[config.mk]
export PLATFORM = sky130hd
export DESIGN_NAME = arpe_back
export DESIGN_NICKNAME = d
export VERILOG_FILES = /design/src/rtl/core/arpe_pkg.sv /design/src/rtl/core/arpe_back.sv
export SDC_FILE = /design/constraint.sdc
export NUM_CORES = 1
export LEC_CHECK = 0
export CORE_ASPECT_RATIO = 1.25
export CORE_UTILIZATION = 50
export DETAILED_ROUTE_END_ITERATION = 7
export DONT_BUFFER_PORTS = 1
export PLACE_DENSITY = 0.68
export SLEW_MARGIN = 20
export SYNTH_ARGS = -nofsm -noshare
export SYNTH_HDL_FRONTEND = slang
export SYNTH_SLANG_ARGS = --single-unit
[constraint.sdc]
create_clock -name clk -period 2 [get_ports clk]
set_clock_uncertainty 0.2 [all_clocks]
set_input_delay 0.4 -clock clk [delete_from_list [all_inputs] [get_ports clk]]
set_output_delay 0.4 -clock clk [all_outputs]
set_load 0.1 [all_outputs]
[src/rtl/core/arpe_pkg.sv]
package arpe_pkg;

	localparam int BUFFER_BYTES_DEF = 2048;
	localparam int LEN_W = 12;
	localparam int HDR_BYTES = 42;
	localparam int Q_DEPTH = 4;
	localparam int Q_CNT_W = $clog2(Q_DEPTH + 1);

	localparam logic OP_LOAD = 1'b0;
	localparam logic OP_FETCH = 1'b1;

	localparam logic KIND_VERDICT = 1'b0;
	localparam logic KIND_BYTE = 1'b1;

	localparam logic [1:0] VERD_NONE = 2'd0;
	localparam logic [1:0] VERD_ARP = 2'd1;
	localparam logic [1:0] VERD_ICMP = 2'd2;
	localparam logic [1:0] VERD_OVF = 2'd3;

	localparam logic REG_OWN_MAC = 1'b0;
	localparam logic REG_OWN_IP = 1'b1;

	localparam logic [15:0] ETYPE_ARP = 16'h0806;
	localparam logic [15:0] ETYPE_IPV4 = 16'h0800;
	localparam logic [15:0] ARP_OP_REQUEST = 16'h0001;
	localparam logic [7:0] ARP_OP_REPLY_LO = 8'h02;
	localparam logic [7:0] IP_PROTO_ICMP = 8'h01;
	localparam logic [7:0] ICMP_ECHO_REQUEST = 8'h08;
	localparam logic [7:0] ICMP_ECHO_REPLY = 8'h00;

	typedef struct packed {
		logic kind;
		logic [1:0] verdict;
		logic [LEN_W-1:0] length;
		logic [7:0] data;
		logic last;
	} result_t;

	typedef struct packed {
		logic valid;
		result_t res;
	} push_t;

	typedef struct packed {
		logic [Q_CNT_W-1:0] count;
	} q_stat_t;

	// one's complement fold of a 32-bit sum down to 16 bits
	function automatic logic [15:0] fold16(input logic [31:0] x);
		logic [16:0] f1;
		f1 = {1'b0, x[15:0]} + {1'b0, x[31:16]};
		return f1[15:0] + {15'd0, f1[16]};
	endfunction

endpackage

[src/rtl/core/arpe_back.sv]
module arpe_back (
	input  logic clk,
	input  logic arst_n,
	input  arpe_pkg::push_t push,
	output arpe_pkg::q_stat_t qstat,
	output logic out_valid,
	input  logic out_stall,
	output arpe_pkg::result_t res
);
	import arpe_pkg::*;

	localparam int PTR_W = $clog2(Q_DEPTH);

	result_t q_mem [Q_DEPTH];
	logic [PTR_W-1:0] wr_q, rd_q;
	logic [Q_CNT_W-1:0] cnt_q;
	logic pop;

	assign out_valid = (cnt_q != '0);
	assign pop = out_valid && !out_stall;
	assign res = q_mem[rd_q];
	assign qstat.count = cnt_q;

	always_ff @(posedge clk) begin
		if (push.valid) q_mem[wr_q] <= push.res;
	end

	always_ff @(posedge clk or negedge arst_n) begin
		if (!arst_n) begin
			wr_q <= '0;
			rd_q <= '0;
			cnt_q <= '0;
		end else begin
			if (push.valid) wr_q <= wr_q + PTR_W'(1);
			if (pop) rd_q <= rd_q + PTR_W'(1);
			cnt_q <= cnt_q + Q_CNT_W'(push.valid) - Q_CNT_W'(pop);
		end
	end

endmodule

==> key figures <==
Routing
  • DRT iter0 DRCs: 57
  • DRT Pass-1 Iters: 4
  • Total number of vias: 1785
  • Total wire length: 6270 um
  • Antenna Nets Post-Route: 0
  • Detailed-route wire length per cell: 18.8 um
  • Residual DRC: 0
  • DR vias/cell: 5.34

Synth
  • Yosys cell types: 18
  • Top FF cell, synth: edfxtp_1
  • FF+latch count, synth: 103
  • Post-Syn Area: 3900 um^2
  • Post-synth top area share: 0.739
  • Synthesized Nets: 196
  • Commonest cells in the netlist: 96 x edfxtp_1, 18 x mux4_2, 7 x dfrtp_1, 7 x inv_1
  • Syn. warnings: 0
  • Synth area leader: edfxtp_1
  • Ys async rst share: 0.0680
  • Synthesized instance count: 161
  • Register area share after synthesis: 0.784
  • Post-synth EDFFs: 96
  • Synth area leaders: edfxtp_1 74%, mux4_2 10%, dfrtp_1 4.5%, mux4_1 4.0%, ha_1 1.9%
  • Top-count cell post-synth: edfxtp_1
  • Avg Inst Size Synth: 24.2 um^2

GRT
  • Initial antenna violation count: 0
  • Vias in the first global route: 1989
  • First-pass GRT wire length: 9800 um
  • Largest net degree at the start of global routing: 25
  • Gr usage total: 0.173
  • Global route overflow: 0

Layout
  • N_diodes: 0
  • Final std cells w/o fill: 334
  • Layout Nets: 273
  • Area Overhead vs Synth: 32.5%
  • Final instance area: 5170 um^2
  • Layout cell share with drive strength beyond 1: 0.388

Clock network
  • Reg clk slew, reported paths: 0.09 ns
  • CTS tree: built
  • TritonCTS Buffers: 9
  • H-tree Lvls: 3
  • TritonCTS Sinks: 103
  • Clock Latency Late Sink: 0.35 ns
  • Clock Path Buffers: 2
  • CTS Root Cell: clkbuf_8

Setup path
  • Worst Setup Start Kind: flop
  • CP Data Required Time: 1.40 ns
  • Critical path peak fanout: 12
  • RR Endpoint: qstat[2]$_DFF_PN0_
  • Crit-path max cell delay: 0.55 ns
  • Crit-path leading delay family: multiplexers
  • CP bufs+invs: 2
  • Reg-to-reg critical path startpoint: qstat[1]$_DFF_PN0_
  • CP Cell Sequence: buf_12, mux4_2, buf_12
  • Crit path arrival time: 1.71 ns
  • Crit-path slowest cell: mux4_2
  • Nature of the critical path endpoint: output port
  • R2R cell count: 8
  • Crit Path Class: flop to output port
  • R2R setup slack: -0.23 ns
  • Most frequent CP cell: buf_12

Min path
  • Hold path depth: 2
  • Worst hold path class: primary input to flop
  • Hold Path End: rd_q[1]$_DFFE_PN0P_
  • Hold path start: out_stall

Floorplanning
  • Effective utilization at floorplan: 0.524
  • Num rows: 35
  • Die height: 101 um
  • Chip width: 81.0 um
  • Ports: 56
  • Placeable Area: 7440 um^2
  • Die area: 8160 um^2

STA
  • Hold Worst Slack: 0.0517 ns
  • Final Hold Viols: 0
  • Fin crit share: 1.15
  • Slew of the pin with the lowest slew margin: 0.337 ns
  • Worst rel slew slack: 0.774
  • Setup violations, final: 27
  • Final worst slack: -0.309 ns
  • Clock period minus final worst setup slack: 2.31 ns
  • Max Clock Freq: 433 MHz
  • RSZ-0062 raised after global routing: yes
  • Slew Viols, Final: 0

Job
  • Max Cap Violations: 0

Run status
  • Status: finished, violations left
  • Failing checks: negative setup slack

Placed design
  • DP Area: 4650 um^2
  • Setup WS pre-CTS: -0.185 ns
  • DP HPWL: 4110 um
  • GP Congestion: 0.731
  • IO buf count: 0
  • # placed instances: 289
## layout make-up
type                    instances  area [um^2]
inverters                       7         28.8
clock inverters                 5         81.3
repair buffers                 72          988
fillers                       468         2270
well taps                      92          115
flip-flops and latches        103         3070
clock buffers                  10          128
multi-input cells              45          758
## worst reg2reg max path: stages, from the launching register on
cell	delay [ns]
dfrtp_4	0.50
nor3_4	0.25
nor2_2	0.08
ha_1	0.29
inv_2	0.04
ha_4	0.15
fa_2	0.34
xnor2_1	0.18
xnor2_1	0.13
## worst max path at each step
stage          depth (start not counted)                  to  slack, ns                 from
2_1_floorplan                          8  qstat[2]$_DFF_PN0_      -0.30   qstat[2]$_DFF_PN0_
3_3_place_gp                           8  qstat[2]$_DFF_PN0_       -0.1   qstat[2]$_DFF_PN0_
3_5_place_dp                           8  qstat[2]$_DFF_PN0_      -0.19   qstat[2]$_DFF_PN0_
4_1_cts                                3             res[22]      -0.34  rd_q[0]$_DFFE_PN0P_
5_1_grt                                3             res[19]      -0.37  rd_q[0]$_DFFE_PN0P_
6_report                               3             res[19]      -0.31  rd_q[0]$_DFFE_PN0P_
## per-layer routing
layer	vias up	global-route usage	wire, um
li1	805	-	-
met1	928	0.199	2430
met2	44	0.303	3450
met3	8	0.0507	309
met4	0	0.0618	80
met5	-	0	0
## placed cells by master (no fill, tap or decap), drive strengths merged
master / synthesis / layout
edfxtp: 96 / 96
buf: 6 / 46
nor3: 1 / 1
fa: 1 / 1
dfrtp: 7 / 7
nor2: 1 / 1
inv: 7 / 8
o21ai: 1 / 1
bufinv: 0 / 2
xor2: 3 / 3
nand2: 1 / 1
xnor2: 2 / 2
dlygate4sd3: 0 / 26
mux4: 24 / 24
and2: 4 / 4
clkinvlp: 0 / 1
clkinv: 0 / 1
nor3b: 1 / 1
ha: 6 / 6
clkbuf: 0 / 10
## flip-flops by register name, summed over array words and instances, names as in the netlist
name,cells
wr_q,2
qstat,3
q_mem,96
rd_q,2
## cells by family after synthesis
logic type | count (synthesis) | synth area share
AO/OA/AOI/OAI | 1 | 0.00128
XOR/XNOR | 5 | 0.0112
adder cells (fa/ha/maj) | 7 | 0.0244
buffers and inverters | 13 | 0.0237
flip-flops | 103 | 0.784
multiplexers | 24 | 0.144
AND/OR/NAND/NOR | 8 | 0.0115
## what timing repair did
item / 4_1_cts / 5_1_grt
endpoints found under the hold margin: 106 / 0
setup buffers: 3 / 2
hold buffers: 26 / 0
resized for setup: 3 / 4
setup endpoints to repair: 27 / 27
pin swaps: 0 / 1
## per-stage QoR
step,util,TNS (ns)
global route,0.694,-8.60
global placement,0.625,-0.0985
floorplan,-,-0.457
CTS,0.692,-7.72
finish,0.694,-7.08
detailed placement,0.625,-0.226
Power is not shown: default switching activity piles up to over one toggle a cycle in this logic, so the estimate is an artifact.
